## src/sv/eba_pkg.sv

```systemverilog
// eba_pkg: shared constants, codes and structs of the event bid arbiter
// no dependencies; imported by every module of the block
package eba_pkg;

   localparam int THREADS    = 8;
   localparam int EVENT_BITS = 32;
   localparam int TID_W      = 3;
   localparam int CNT_W      = 4;
   localparam int EV_IDX_W   = 5;
   localparam int POP_W      = 6;
   localparam int LFSR_W     = 16;
   localparam int MOD_STEPS  = 16;
   localparam int STEP_W     = 4;
   localparam int CSR_IDX_W  = 1;
   localparam int CSR_DATA_W = 16;

   localparam logic [LFSR_W-1:0] LFSR_TAPS = 16'hB400;
   localparam logic [CNT_W-1:0]  MAX_LIMIT = 4'd8;

   localparam logic       OP_BID   = 1'b0;
   localparam logic       OP_OFFER = 1'b1;

   localparam logic [1:0] KIND_NOTIFY   = 2'd0;
   localparam logic [1:0] KIND_EXTERNAL = 2'd1;
   localparam logic [1:0] KIND_FINISHED = 2'd2;

   localparam logic [CSR_IDX_W-1:0] REG_ACTIVE_THREADS = 1'b0;
   localparam logic [CSR_IDX_W-1:0] REG_RANDOM_SEED    = 1'b1;

   typedef struct packed {
      logic                  bid_we;
      logic [TID_W-1:0]      bid_tid;
      logic [EVENT_BITS-1:0] bid_req;
      logic [EVENT_BITS-1:0] bid_wait;
      logic [EVENT_BITS-1:0] bid_block;
      logic                  bid_finished;
      logic                  clr_we;
      logic [TID_W-1:0]      clr_tid;
      logic [EVENT_BITS-1:0] clr_mask;
   } store_wr_type;

   typedef struct packed {
      logic [EVENT_BITS-1:0] req;
      logic [EVENT_BITS-1:0] waits;
      logic [EVENT_BITS-1:0] block;
      logic                  done;
   } store_rd_type;

   typedef struct packed {
      logic              start;
      logic [LFSR_W-1:0] dividend;
      logic [POP_W-1:0]  divisor;
   } mod_req_type;

   typedef struct packed {
      logic             done;
      logic [POP_W-1:0] remainder;
   } mod_rsp_type;

endpackage

```

## src/sv/eba_mod_unit.sv

```systemverilog
// eba_mod_unit: iterative restoring modulo, one quotient bit per cycle
// depends on eba_pkg
module eba_mod_unit
   import eba_pkg::*;
(
   input  logic        clock,
   input  logic        reset,
   input  mod_req_type mod_req,
   output mod_rsp_type mod_rsp
);

   logic              busy_ff, busy_in;
   logic              done_ff, done_in;
   logic [STEP_W-1:0] step_ff, step_in;
   logic [LFSR_W-1:0] dvd_ff, dvd_in;
   logic [POP_W-1:0]  dvs_ff, dvs_in;
   logic [POP_W:0]    rem_ff, rem_in;
   logic [POP_W:0]    shifted;

   assign shifted = {rem_ff[POP_W-1:0], dvd_ff[LFSR_W-1]};

   always_comb begin
      busy_in = busy_ff;
      done_in = 1'b0;
      step_in = step_ff;
      dvd_in  = dvd_ff;
      dvs_in  = dvs_ff;
      rem_in  = rem_ff;
      if (mod_req.start) begin
         busy_in = 1'b1;
         step_in = '0;
         dvd_in  = mod_req.dividend;
         dvs_in  = mod_req.divisor;
         rem_in  = '0;
      end else if (busy_ff) begin
         dvd_in = {dvd_ff[LFSR_W-2:0], 1'b0};
         if (shifted >= {1'b0, dvs_ff}) begin
            rem_in = shifted - {1'b0, dvs_ff};
         end else begin
            rem_in = shifted;
         end
         step_in = step_ff + 1'b1;
         if (step_ff == STEP_W'(MOD_STEPS - 1)) begin
            busy_in = 1'b0;
            done_in = 1'b1;
         end
      end
   end

   always_ff @(posedge clock) begin
      if (reset) begin
         busy_ff <= 1'b0;
         done_ff <= 1'b0;
      end else begin
         busy_ff <= busy_in;
         done_ff <= done_in;
      end
      step_ff <= step_in;
      dvd_ff  <= dvd_in;
      dvs_ff  <= dvs_in;
      rem_ff  <= rem_in;
   end

   assign mod_rsp.done      = done_ff;
   assign mod_rsp.remainder = rem_ff[POP_W-1:0];

endmodule

```

## src/sv/eba_bid_store.sv

```systemverilog
// eba_bid_store: per-thread bid table with done flags, one read index
// depends on eba_pkg
module eba_bid_store
   import eba_pkg::*;
(
   input  logic             clock,
   input  logic             reset,
   input  store_wr_type     wr,
   input  logic [TID_W-1:0] rd_tid,
   output store_rd_type     rd
);

   logic [EVENT_BITS-1:0] req_ff   [THREADS];
   logic [EVENT_BITS-1:0] wait_ff  [THREADS];
   logic [EVENT_BITS-1:0] block_ff [THREADS];
   logic [THREADS-1:0]    valid_ff, valid_in;
   logic [THREADS-1:0]    done_ff, done_in;

   always_comb begin
      valid_in = valid_ff;
      done_in  = done_ff;
      if (wr.bid_we) begin
         valid_in[wr.bid_tid] = 1'b1;
         if (wr.bid_finished) begin
            done_in[wr.bid_tid] = 1'b1;
         end
      end
   end

   always_ff @(posedge clock) begin
      if (reset) begin
         valid_ff <= '0;
         done_ff  <= '0;
      end else begin
         valid_ff <= valid_in;
         done_ff  <= done_in;
      end
      if (wr.bid_we) begin
         req_ff[wr.bid_tid]   <= wr.bid_req;
         wait_ff[wr.bid_tid]  <= wr.bid_wait;
         block_ff[wr.bid_tid] <= wr.bid_block;
      end else if (wr.clr_we) begin
         wait_ff[wr.clr_tid] <= wait_ff[wr.clr_tid] & ~wr.clr_mask;
      end
   end

   // entries never written read as zero
   always_comb begin
      rd.done = done_ff[rd_tid];
      if (valid_ff[rd_tid]) begin
         rd.req   = req_ff[rd_tid];
         rd.waits = wait_ff[rd_tid];
         rd.block = block_ff[rd_tid];
      end else begin
         rd.req   = '0;
         rd.waits = '0;
         rd.block = '0;
      end
   end

endmodule

```

## src/sv/event_bid_arbiter.sv

```systemverilog
// event_bid_arbiter: a bid that does not close the round is stored and the arbiter stays idle.
// after the closing bid a decision over N active threads runs scan, find, bit count, modulo,
// select, mark and emit, and waits out any result stalls; with nothing allowed it answers after find.
// an external offer, taken only while one is awaited, runs scan, find, select, mark and emit;
// one transaction at a time, req_ready low while the shared bit scan and modulo unit work.
// synchronous reset: no bids, 8 threads, seed 1.
module event_bid_arbiter
   import eba_pkg::*;
(
   input  logic                  clock,
   input  logic                  reset,
   input  logic                  req_valid,
   output logic                  req_ready,
   input  logic                  req_opcode,
   input  logic [TID_W-1:0]      req_thread_id,
   input  logic [EVENT_BITS-1:0] req_req_mask,
   input  logic [EVENT_BITS-1:0] req_wait_mask,
   input  logic [EVENT_BITS-1:0] req_block_mask,
   input  logic [EVENT_BITS-1:0] req_cancel_mask,
   input  logic                  req_thread_finished,
   input  logic [EVENT_BITS-1:0] req_external_events,
   output logic                  rsp_valid,
   input  logic                  rsp_ready,
   output logic [1:0]            rsp_kind,
   output logic [TID_W-1:0]      rsp_notify_thread,
   output logic [EVENT_BITS-1:0] rsp_chosen_event,
   output logic                  rsp_last,
   input  logic                  csr_valid,
   output logic                  csr_ready,
   input  logic [CSR_IDX_W-1:0]  csr_index,
   input  logic [CSR_DATA_W-1:0] csr_data
);

   typedef enum logic [8:0] {
      ST_IDLE   = 9'b000000001,
      ST_SCAN   = 9'b000000010,
      ST_FIND   = 9'b000000100,
      ST_COUNT  = 9'b000001000,
      ST_DIVIDE = 9'b000010000,
      ST_SELECT = 9'b000100000,
      ST_MARK   = 9'b001000000,
      ST_EMIT   = 9'b010000000,
      ST_SINGLE = 9'b100000000
   } state_type;

   state_type             state_ff, state_in;
   logic [CNT_W-1:0]      limit_ff, limit_in;
   logic [CNT_W-1:0]      pending_ff, pending_in;
   logic [LFSR_W-1:0]     lfsr_ff, lfsr_in;
   logic                  awaiting_ff, awaiting_in;
   logic                  offer_ff, offer_in;
   logic [EVENT_BITS-1:0] ext_ff, ext_in;
   logic [EVENT_BITS-1:0] req_or_ff, req_or_in;
   logic [EVENT_BITS-1:0] wait_or_ff, wait_or_in;
   logic [EVENT_BITS-1:0] blk_or_ff, blk_or_in;
   logic [EVENT_BITS-1:0] cand_ff, cand_in;
   logic [EVENT_BITS-1:0] chosen_ff, chosen_in;
   logic [TID_W-1:0]      idx_ff, idx_in;
   logic [EV_IDX_W-1:0]   bit_ff, bit_in;
   logic [POP_W-1:0]      count_ff, count_in;
   logic [POP_W-1:0]      rank_ff, rank_in;
   logic [POP_W-1:0]      sel_ff, sel_in;
   logic [THREADS-1:0]    hit_ff, hit_in;
   logic [1:0]            single_kind_ff, single_kind_in;

   logic                  rsp_valid_ff, rsp_valid_in;
   logic [1:0]            rsp_kind_ff, rsp_kind_in;
   logic [TID_W-1:0]      rsp_thread_ff, rsp_thread_in;
   logic [EVENT_BITS-1:0] rsp_event_ff, rsp_event_in;
   logic                  rsp_last_ff, rsp_last_in;

   store_wr_type          st_wr;
   store_rd_type          st_rd;
   mod_req_type           mod_req;
   mod_rsp_type           mod_rsp;

   logic                  out_free;
   logic                  last_thread;
   logic                  live;
   logic [EVENT_BITS-1:0] allowed;
   logic [THREADS-1:0]    hits_above;
   logic [LFSR_W-1:0]     lfsr_step;
   logic [CNT_W-1:0]      limit_eff;
   logic [LFSR_W-1:0]     seed_eff;

   // done flag of the bidding thread, from a local copy of the table's done flags
   logic                  bid_done;
   logic [THREADS-1:0]    done_vec_ff, done_vec_in;

   eba_bid_store u_store (
      .clock  (clock),
      .reset  (reset),
      .wr     (st_wr),
      .rd_tid (idx_ff),
      .rd     (st_rd)
   );

   eba_mod_unit u_mod (
      .clock   (clock),
      .reset   (reset),
      .mod_req (mod_req),
      .mod_rsp (mod_rsp)
   );

   assign out_free    = !rsp_valid_ff || rsp_ready;
   assign last_thread = ({1'b0, idx_ff} + CNT_W'(1)) == limit_ff;
   assign live        = !st_rd.done;
   assign allowed     = offer_ff ? (ext_ff & ~blk_or_ff) : (req_or_ff & ~blk_or_ff);
   assign hits_above  = (hit_ff >> idx_ff) >> 1;
   assign lfsr_step   = (lfsr_ff >> 1) ^ (lfsr_ff[0] ? LFSR_TAPS : '0);

   // the active count uses only its low CNT_W bits: 0 acts as 1, above the thread count acts as the maximum
   always_comb begin
      if (csr_data[CNT_W-1:0] == '0) begin
         limit_eff = CNT_W'(1);
      end else if (csr_data[CNT_W-1:0] > MAX_LIMIT) begin
         limit_eff = MAX_LIMIT;
      end else begin
         limit_eff = csr_data[CNT_W-1:0];
      end
      seed_eff = (csr_data == '0) ? LFSR_W'(1) : csr_data;
   end

   always_comb begin
      state_in       = state_ff;
      limit_in       = limit_ff;
      pending_in     = pending_ff;
      lfsr_in        = lfsr_ff;
      awaiting_in    = awaiting_ff;
      offer_in       = offer_ff;
      ext_in         = ext_ff;
      req_or_in      = req_or_ff;
      wait_or_in     = wait_or_ff;
      blk_or_in      = blk_or_ff;
      cand_in        = cand_ff;
      chosen_in      = chosen_ff;
      idx_in         = idx_ff;
      bit_in         = bit_ff;
      count_in       = count_ff;
      rank_in        = rank_ff;
      sel_in         = sel_ff;
      hit_in         = hit_ff;
      single_kind_in = single_kind_ff;

      rsp_valid_in  = rsp_valid_ff && !rsp_ready;
      rsp_kind_in   = rsp_kind_ff;
      rsp_thread_in = rsp_thread_ff;
      rsp_event_in  = rsp_event_ff;
      rsp_last_in   = rsp_last_ff;

      st_wr              = '0;
      st_wr.bid_tid      = req_thread_id;
      st_wr.bid_req      = req_req_mask;
      st_wr.bid_wait     = req_wait_mask | req_cancel_mask;
      st_wr.bid_block    = req_block_mask;
      st_wr.bid_finished = req_thread_finished;
      st_wr.clr_tid      = idx_ff;
      st_wr.clr_mask     = chosen_ff;

      mod_req          = '0;
      mod_req.dividend = lfsr_step;
      mod_req.divisor  = count_ff;

      case (state_ff)
         ST_IDLE: begin
            if (req_valid) begin
               idx_in     = '0;
               req_or_in  = '0;
               wait_or_in = '0;
               blk_or_in  = '0;
               ext_in     = req_external_events;
               if (req_opcode == OP_OFFER) begin
                  if (awaiting_ff) begin
                     offer_in = 1'b1;
                     state_in = ST_SCAN;
                  end
               end else if (!awaiting_ff && pending_ff != '0 &&
                            {1'b0, req_thread_id} < limit_ff) begin
                  // bid from a done thread is dropped inside the gate below
                  if (!st_rd.done || idx_ff != req_thread_id) begin
                     state_in = ST_IDLE;
                  end
               end
            end
         end
         ST_SCAN: begin
            if (live) begin
               req_or_in  = req_or_ff | st_rd.req;
               wait_or_in = wait_or_ff | st_rd.waits;
               blk_or_in  = blk_or_ff | st_rd.block;
            end
            if (last_thread) begin
               idx_in = '0;
               state_in = ST_FIND;
            end else begin
               idx_in = idx_ff + 1'b1;
            end
         end
         ST_FIND: begin
            if (allowed == '0) begin
               if (offer_ff || wait_or_ff != '0) begin
                  single_kind_in = KIND_EXTERNAL;
                  awaiting_in    = 1'b1;
               end else begin
                  single_kind_in = KIND_FINISHED;
                  awaiting_in    = 1'b0;
               end
               state_in = ST_SINGLE;
            end else if (offer_ff) begin
               // highest unblocked offered bit: rank zero from the top
               cand_in  = allowed;
               sel_in   = '0;
               rank_in  = '0;
               bit_in   = EV_IDX_W'(EVENT_BITS - 1);
               state_in = ST_SELECT;
            end else if (live && (st_rd.req & allowed) != '0) begin
               cand_in  = st_rd.req & allowed;
               count_in = '0;
               bit_in   = '0;
               state_in = ST_COUNT;
            end else begin
               idx_in = idx_ff + 1'b1;
            end
         end
         ST_COUNT: begin
            count_in = count_ff + POP_W'(cand_ff[bit_ff]);
            if (bit_ff == EV_IDX_W'(EVENT_BITS - 1)) begin
               state_in = ST_DIVIDE;
            end else begin
               bit_in = bit_ff + 1'b1;
            end
         end
         ST_DIVIDE: begin
            if (count_ff != '0) begin
               mod_req.start = 1'b1;
               lfsr_in       = lfsr_step;
               count_in      = '0;
            end else if (mod_rsp.done) begin
               sel_in   = mod_rsp.remainder;
               rank_in  = '0;
               bit_in   = EV_IDX_W'(EVENT_BITS - 1);
               state_in = ST_SELECT;
            end
         end
         ST_SELECT: begin
            if (cand_ff[bit_ff]) begin
               if (rank_ff == sel_ff) begin
                  chosen_in = EVENT_BITS'(1) << bit_ff;
                  idx_in    = '0;
                  hit_in    = '0;
                  state_in  = ST_MARK;
               end else begin
                  rank_in = rank_ff + 1'b1;
               end
            end
            bit_in = bit_ff - 1'b1;
         end
         ST_MARK: begin
            hit_in[idx_ff] = live && ((chosen_ff & (st_rd.waits | st_rd.req)) != '0);
            if (last_thread) begin
               idx_in = '0;
               state_in = ST_EMIT;
            end else begin
               idx_in = idx_ff + 1'b1;
            end
         end
         ST_EMIT: begin
            if (hit_ff == '0) begin
               single_kind_in = KIND_EXTERNAL;
               awaiting_in    = 1'b1;
               state_in       = ST_SINGLE;
            end else if (!hit_ff[idx_ff] || out_free) begin
               if (hit_ff[idx_ff]) begin
                  rsp_valid_in   = 1'b1;
                  rsp_kind_in    = KIND_NOTIFY;
                  rsp_thread_in  = idx_ff;
                  rsp_event_in   = chosen_ff;
                  rsp_last_in    = (hits_above == '0);
                  st_wr.clr_we   = 1'b1;
                  pending_in     = pending_ff + 1'b1;
               end
               if (last_thread) begin
                  awaiting_in = 1'b0;
                  state_in    = ST_IDLE;
               end else begin
                  idx_in = idx_ff + 1'b1;
               end
            end
         end
         ST_SINGLE: begin
            if (out_free) begin
               rsp_valid_in  = 1'b1;
               rsp_kind_in   = single_kind_ff;
               rsp_thread_in = '0;
               rsp_event_in  = '0;
               rsp_last_in   = 1'b1;
               idx_in        = '0;
               state_in      = ST_IDLE;
            end
         end
         default: begin
            state_in = ST_IDLE;
         end
      endcase

      // a thread bid: store it and count it down, decide when the count hits zero
      if (state_ff == ST_IDLE && req_valid && req_opcode == OP_BID &&
          !awaiting_ff && pending_ff != '0 && {1'b0, req_thread_id} < limit_ff &&
          !bid_done) begin
         st_wr.bid_we = 1'b1;
         pending_in   = pending_ff - 1'b1;
         offer_in     = 1'b0;
         if (pending_ff == CNT_W'(1)) begin
            state_in = ST_SCAN;
         end
      end

      if (csr_valid) begin
         case (csr_index)
            REG_ACTIVE_THREADS: begin
               limit_in   = limit_eff;
               pending_in = limit_eff;
            end
            REG_RANDOM_SEED: begin
               lfsr_in = seed_eff;
            end
            default: begin
               limit_in = limit_ff;
            end
         endcase
      end
   end

   always_comb begin
      done_vec_in = done_vec_ff;
      if (st_wr.bid_we && req_thread_finished) begin
         done_vec_in[req_thread_id] = 1'b1;
      end
   end

   assign bid_done = done_vec_ff[req_thread_id];

   always_ff @(posedge clock) begin
      if (reset) begin
         state_ff     <= ST_IDLE;
         limit_ff     <= MAX_LIMIT;
         pending_ff   <= MAX_LIMIT;
         lfsr_ff      <= LFSR_W'(1);
         awaiting_ff  <= 1'b0;
         rsp_valid_ff <= 1'b0;
         idx_ff       <= '0;
         count_ff     <= '0;
         done_vec_ff  <= '0;
      end else begin
         state_ff     <= state_in;
         limit_ff     <= limit_in;
         pending_ff   <= pending_in;
         lfsr_ff      <= lfsr_in;
         awaiting_ff  <= awaiting_in;
         rsp_valid_ff <= rsp_valid_in;
         idx_ff       <= idx_in;
         count_ff     <= count_in;
         done_vec_ff  <= done_vec_in;
      end
      offer_ff       <= offer_in;
      ext_ff         <= ext_in;
      req_or_ff      <= req_or_in;
      wait_or_ff     <= wait_or_in;
      blk_or_ff      <= blk_or_in;
      cand_ff        <= cand_in;
      chosen_ff      <= chosen_in;
      bit_ff         <= bit_in;
      rank_ff        <= rank_in;
      sel_ff         <= sel_in;
      hit_ff         <= hit_in;
      single_kind_ff <= single_kind_in;
      rsp_kind_ff    <= rsp_kind_in;
      rsp_thread_ff  <= rsp_thread_in;
      rsp_event_ff   <= rsp_event_in;
      rsp_last_ff    <= rsp_last_in;
   end

   assign req_ready         = (state_ff == ST_IDLE);
   assign csr_ready         = 1'b1;
   assign rsp_valid         = rsp_valid_ff;
   assign rsp_kind          = rsp_kind_ff;
   assign rsp_notify_thread = rsp_thread_ff;
   assign rsp_chosen_event  = rsp_event_ff;
   assign rsp_last          = rsp_last_ff;

endmodule
```

## config.mk

```make
export PLATFORM = sky130hd
export DESIGN_NAME = event_bid_arbiter
export DESIGN_NICKNAME = d
export VERILOG_FILES = /design/src/sv/eba_pkg.sv /design/src/sv/eba_mod_unit.sv /design/src/sv/eba_bid_store.sv /design/src/sv/event_bid_arbiter.sv
export SDC_FILE = /design/constraint.sdc
export NUM_CORES = 1
export LEC_CHECK = 0
export BUFFER_PORTS_ARGS = -buffer_cell sky130_fd_sc_hd__buf_2
export CORE_UTILIZATION = 55
export DETAILED_ROUTE_END_ITERATION = 10
export GPL_TIMING_DRIVEN = 1
export PLACE_DENSITY = 0.85
export SYNTH_ARGS = -nofsm -noshare
export SYNTH_HDL_FRONTEND = slang
export SYNTH_SLANG_ARGS = --single-unit
```

## constraint.sdc

```tcl
create_clock -name clock -period 8.3 [get_ports clock]
set_input_delay 0 -clock clock [delete_from_list [all_inputs] [get_ports clock]]
set_output_delay 0 -clock clock [all_outputs]
set_load 0.02 [all_outputs]
```

==> out/metrics.csv, run 1 <==
metric;value;unit
Clock Pin Slew Worst Setup and Hold Paths;0.07;ns
most common cell after layout, fill and taps aside;edfxtp_1;
vias in the first global route;28700;
hold_sp;req_cancel_mask[27];
average wire per standard cell;27.6;um
Core Area;83700;um2
# H-tree levels;3;
effective utilization at floorplan;55.6;%
Mapped Avg Cell Area;16.1;um2
share of layout cells above drive strength 1;21.7;%
routed vias/inst;6.45;
Nets;3501;
clk_skew;0.0688;ns
maximum clock rate;198;MHz
Hold EP;u_store.wait_ff[3][27]$_DFFE_PP_;
largest net degree at the start of global routing;100;
cell taking the most area after synthesis;edfxtp_1;
register area;33100;um2
P&R area growth vs syn;16.0;%
Most used DFF post-synth;edfxtp_1;
Tmin final;5.05;ns
area share of the largest cell type after synthesis;67.5;%
Worst Setup Path Type;reg2reg;
area of the multi-input gates;12800;um2
worst-margin pin slew;1.28;ns
most frequent cells in the layout;edfxtp_1 (1047), nor2_1 (305), buf_2 (226);
top post-synthesis cells by area;edfxtp_1 (68%), mux4_2 (8.4%), dfxtp_1 (3.6%), nor2_1 (2.6%), mux2i_1 (2.4%);
final antenna-violating net count;0;
CP arrival;5.26;ns
r2r endpoint;cand_ff[10]$_DFFE_PP_;
GRT Resource Usage Total;29.1;%
cells after synthesis;2898;
register area share after synthesis;71.1;%
clk sinks;1131;
EDFF count, synth;1047;
RSZ-0062 raised after global routing;no;
synthesized area;46600;um2
FF-to-FF setup slack;3.25;ns
total power;11.6;mW
Hold Path Class;in2reg;
leak pwr;17.4;nW
setup bufs post-CTS;0;
global-route wire length before repair;183000;um
outcome;finished with violations;
clock buffer depth;3;
dpl cell area;49000;um2
crit path capture type;flip-flop;
worst skew pair latency;0.71;ns
Startpoint Class;flip-flop;
relative slew slack;13.8;%
first-pass detailed-route iteration total;6;
CP required;8.51;ns
Cell Rows;106;
PwrDens;215;nW/um2
failing checks;hold timing;
cell area after layout;54000;um2
Async S/R FF share, synth;0;%
Resized Gates After CTS;0;
die extent in y;293;um
Buffers on Ports;226;
Max-Cap Viols;0;
CTS Buf Count;109;
hold path cells;3;
DP Wirelength;75300;um
fill count;5473;
DRC;0;
antenna violations before repair;6;
R2R cell count;7;
cts hold-fix bufs;157;
Ys Warns;0;
1st-iter DRT viols;4113;
I/O pin count;228;
GP Congestion;0.972;
Die Width;293;um
final worst-path cycle share;60.9;%
Total Neg Setup Slack;0;ns
endpoints failing hold;1;
setup violators final;0;
critical path peak fanout;32;
CTS tree;done;
Max Transition Viols Final;0;
FF+latch count, synth;1131;
Detailed Route WL;125000;um
via count;29100;
post-synth cell types;78;
Min Hold Slack;-0.00301;ns
Synth Net Count;3106;
Max IR drop VDD;0.258;mV
clock root buffer master;clkbuf_16;
GRT overflow;0;
Die Footprint;85800;um2
[state kept, by name (all words and copies together) (netlist names), 6 cells and up, named ones only]
name / count
u_store.block_ff: 256
u_store.req_ff: 256
u_store.wait_ff: 256
blk_or_ff: 32
cand_ff: 32
chosen_ff: 32
ext_ff: 32
req_or_ff: 32
rsp_chosen_event: 32
wait_or_ff: 32
lfsr_ff: 16
u_mod.dvd_ff: 16
state_ff: 9
done_vec_ff: 8
hit_ff: 8
u_store.done_ff: 8
u_store.valid_ff: 8
count_ff: 6
rank_ff: 6
sel_ff: 6
u_mod.dvs_ff: 6
u_mod.rem_ff: 6
[worst max-delay path by stage]
stage / to / slack (ns) / cells after the start
2_1_floorplan: u_store.block_ff[1][0]$_DFFE_PP_ / 1.28 / 6
3_3_place_gp: cand_ff[29]$_DFFE_PP_ / 3.57 / 8
3_5_place_dp: cand_ff[30]$_DFFE_PP_ / 3.49 / 8
4_1_cts: cand_ff[8]$_DFFE_PP_ / 3.43 / 8
5_1_grt: cand_ff[5]$_DFFE_PP_ / 2.99 / 7
6_report: cand_ff[10]$_DFFE_PP_ / 3.25 / 7
[synth_stat cells (all sizes together), types with 16 or more instances]
| master | instances |
|---|---|
| and2 | 59 |
| clkbuf | 75 |
| nand3 | 46 |
| nand2 | 158 |
| nor2 | 317 |
| nor4 | 28 |
| nand2b | 26 |
| inv | 33 |
| buf | 69 |
| mux2i | 110 |
| xnor2 | 16 |
| mux4 | 173 |
| mux2 | 76 |
| nor3 | 16 |
| a22oi | 33 |
| nor2b | 18 |
| a21oi | 144 |
| edfxtp | 1047 |
| ha | 19 |
| o22ai | 24 |
| dfxtp | 84 |
| o21ai | 100 |
| nand3b | 34 |
[metrics by stage]
stage	instances	hold slack [ns]	utilization [%]	worst slack (ns)
2_1_floorplan	2898	0.0989	-	1.28
3_3_place_gp	4159	0.176	58.5	3.57
3_5_place_dp	4159	0.178	58.5	3.49
4_1_cts	4514	0.00114	64.5	3.43
5_1_grt	4516	0.0329	64.6	2.99
6_report	4518	-0.00301	64.6	3.25
[where the power goes]
part           internal, mW  leakage (nW)  switching (mW)
clock network          2.72          1.70            2.15
registers              6.30          10.2          0.0585
logic                 0.145          5.47           0.230
total                  9.17          17.4            2.44
[logic make-up after synthesis]
family                   count (synthesis)  share of synthesized area (%)
AO/OA/AOI/OAI                          417                           5.55
XOR/XNOR                                30                          0.564
adder cells (fa/ha/maj)                 21                          0.597
buffers and inverters                  177                           1.74
flip-flops                            1131                           71.1
multiplexers                           359                           12.6
other                                    1                        0.00805
AND/OR/NAND/NOR                        762                           7.85
[per-layer routing]
metal,part of all wire (%),track usage (%),vias to the layer above
met4,4.8,12.8,0
met5,0,0,-
met2,48,47.3,2133
met3,12,6.18,395
li1,-,-,12100
met1,35,38.1,14500
[final cells by class]
class	count	share of cell area, %
repair buffers	428	5.65
multi-input cells	1590	23.7
inverters	33	0.229
diodes	4	0.0185
clock inverters	65	1.09
clock buffers	133	5.35
well taps	1134	2.63
flip-flops and latches	1131	61.3
[worst max-delay path: stages, from the launching register on]
cell and delay, ns:
dfxtp_4 0.69, nor2b_1 0.92, a22oi_1 0.28, nand2_1 0.36
o2111ai_1 0.16, nor4_1 0.97, a31oi_1 0.34, o211a_1 0.79
Note: power is estimated with default switching activity, not from simulation.
==> run 2, diff against run 1 <==
Settings changed: PLACE_DENSITY 0.85 to 0.82.
Clock period 8.3 ns to 4.8 ns, I/O delays scaled along.
==> out/metrics.csv, run 2 (synthesized netlist as in run 1, its figures left out) <==
metric;value;unit;change
CP arrival;4.93;ns;-0.33 ns
via count;28800;;-1.0%
setup ws final;0.258;ns;-2.99 ns
final antenna-violating net count;0;;unchanged
DRC;0;;unchanged
vias in the first global route;28400;;-1.1%
setup violators final;0;;unchanged
clock root buffer master;clkbuf_16;;
average wire per standard cell;26.8;um;-2.9%
routed vias/inst;6.35;;-1.5%
worst skew pair latency;0.70;ns;about the same
CTS tree;done;;
GRT Max-Usage Layer;met2;;
die extent in y;293;um;unchanged
largest net degree at the start of global routing;97;;-3.0%
grt met2 use;46.2;%;-1.0 points
Tmin final;4.54;ns;-0.513 ns
maximum clock rate;220;MHz;+11%
Clock Pin Slew Worst Setup and Hold Paths;0.07;ns;about the same
GP Congestion;0.982;;+1.0%
antenna violations before repair;8;;+2
Resized Gates After CTS;0;;unchanged
dpl cells;4179;;+0.48%
final worst-path cycle share;94.6;%;+34 points
CP required;5.19;ns;-3.32 ns
dpl cell area;49200;um2;+0.55%
Nets;3514;;+0.37%
Hold Path Class;in2reg;;
most common cell after layout, fill and taps aside;edfxtp_1;;
Min Hold Slack;0.0100;ns;+0.0130 ns
Cell Chain, Critical Path;or4_4, or4_1, nor4b_2, and2_2, buf_4, o21ai_0, o31a_1, dlygate4sd3_1;;
Startpoint Class;flip-flop;;
relative slew slack;16.6;%;+2.8 points
grt met3 use;5.76;%;-0.42 points
most frequent cells in the layout;edfxtp_1 (1047), nor2_1 (305), buf_2 (226);;
Max-Cap Viols;0;;unchanged
crit path capture type;flip-flop;;
cell area after layout;54500;um2;+0.92%
global-route wire length before repair;178000;um;-3.2%
Die Footprint;85800;um2;unchanged
outcome;completed;;
Max Transition Viols Final;0;;unchanged
CP max-delay cell;dlygate4sd3_1;;
1st-iter DRT viols;4248;;+3.3%
Max IR drop VDD;0.344;mV;+33%
leak pwr;17.6;nW;+1.4%
RSZ-0062 raised after global routing;no;;
CTS Buf Count;109;;unchanged
clk_skew;0.0440;ns;-0.0248 ns
Top Registers;u_store.block_ff (256), u_store.req_ff (256), u_store.wait_ff (256);;
PwrDens;378;nW/um2;+76%
grt met1 use;36.4;%;-1.7 points
# H-tree levels;3;;unchanged
first-pass detailed-route iteration total;6;;unchanged
I/O pin count;228;;unchanged
CP max stage delay;0.66;ns;-0.31 ns
Cell Rows;106;;unchanged
Worst Setup SP;state_ff[4]$_SDFF_PP0_;;
Reg2Reg Launch Point;state_ff[4]$_SDFF_PP0_;;
worst-margin pin slew;1.24;ns;-0.0432 ns
Detailed Route WL;122000;um;-2.4%
P&R area growth vs syn;17.1;%;
clk sinks;1131;;unchanged
clock buffer depth;3;;unchanged
GRT Resource Usage Total;28.1;%;-0.99 points
critical path peak fanout;65;;+100%
DP Worst Slack;0.763;ns;-2.72 ns
share of layout cells above drive strength 1;22.4;%;+0.77 points
DP Wirelength;74000;um;-1.7%
effective utilization at floorplan;55.6;%;unchanged
Cell Count, Final, Fillers Out;4541;;+0.51%
Buffers on Ports;226;;unchanged
endpoints failing hold;0;;-1
Die Width;293;um;unchanged
Worst Setup Path Type;reg2reg;;
GRT overflow;0;;unchanged
Core Area;83700;um2;unchanged
hold_sp;req_cancel_mask[4];;
[run 2: changes by cell type in the layout (fill, tap and decap cells not counted), moves of 2 or more]
cell           delta
buf_4            +11
buf_12            +9
bufinv_16         +7
dlygate4sd3_1     -7
clkinv_1          -5
clkbuf_1          +3
clkinv_2          -3
inv_6             +3
clkbuf_16         +2
clkinv_4          +2
[run 2: layer usage]
| metal | share of wire, % | up-vias |
|---|---|---|
| met2 | 49 | 2090 |
| li1 | - | 12200 |
| met3 | 11 | 385 |
| met4 | 4.8 | 2 |
| met5 | 0.0090 | - |
| met1 | 35 | 14200 |
[run 2: metrics by stage]
step | total power, mW | TNS (ns) | utilization [%]
after detailed placement | 11.7 | 0 | 58.8
after global placement | 11.7 | 0 | 58.8
after global routing | 21.0 | 0 | 65.1
final | 20.6 | 0 | 65.1
after floorplan | 11.4 | -93.71 | -
after CTS | 20.6 | 0 | 65.1
[run 2: report_power, final]
| group | internal, mW | leakage, nW | total [mW] | switching (mW) |
|---|---|---|---|---|
| sequential | 10.9 | 10.2 | 11.0 | 0.0980 |
| combinational | 0.253 | 5.58 | 0.642 | 0.389 |
| clock | 5.20 | 1.84 | 8.96 | 3.76 |
| total | 16.3 | 17.6 | 20.6 | 4.25 |
[run 2: cell type report]
cell class | count | area, um2
tap | 1134 | 1420
sequential | 1131 | 33100
multi-input combinational | 1590 | 12800
timing repair buffer | 441 | 3250
clock inverter | 69 | 821
inverter | 33 | 124
fill | 5459 | 29200
clock buffer | 138 | 2950
antenna | 5 | 12.5
[run 2: what timing repair did]
action,4_1_cts,5_1_grt
buffers inserted,0,0
hold buffers,150,0
endpoints found under the hold margin,684,0
setup endpoints to repair,0,0
[run 2: path summary, 6_finish.rpt]
path	slack, ns	end	cells after the start
worst min register to register	0.47	done_vec_ff[1]$_SDFFE_PP0P_	2
worst max register to register	0.26	u_store.wait_ff[6][5]$_DFFE_PP_	8
worst max-delay path	0.26	u_store.wait_ff[6][5]$_DFFE_PP_	8
worst min-delay path	0.01	u_store.wait_ff[0][4]$_DFFE_PP_	3
[run 2: critical path, delay by kind of cell (launching register included)]
kind,cells,cell delay [ns]
flops,1,0.37
buf+inv,2,1.28
simple gates,4,1.90
compound gates,2,0.63
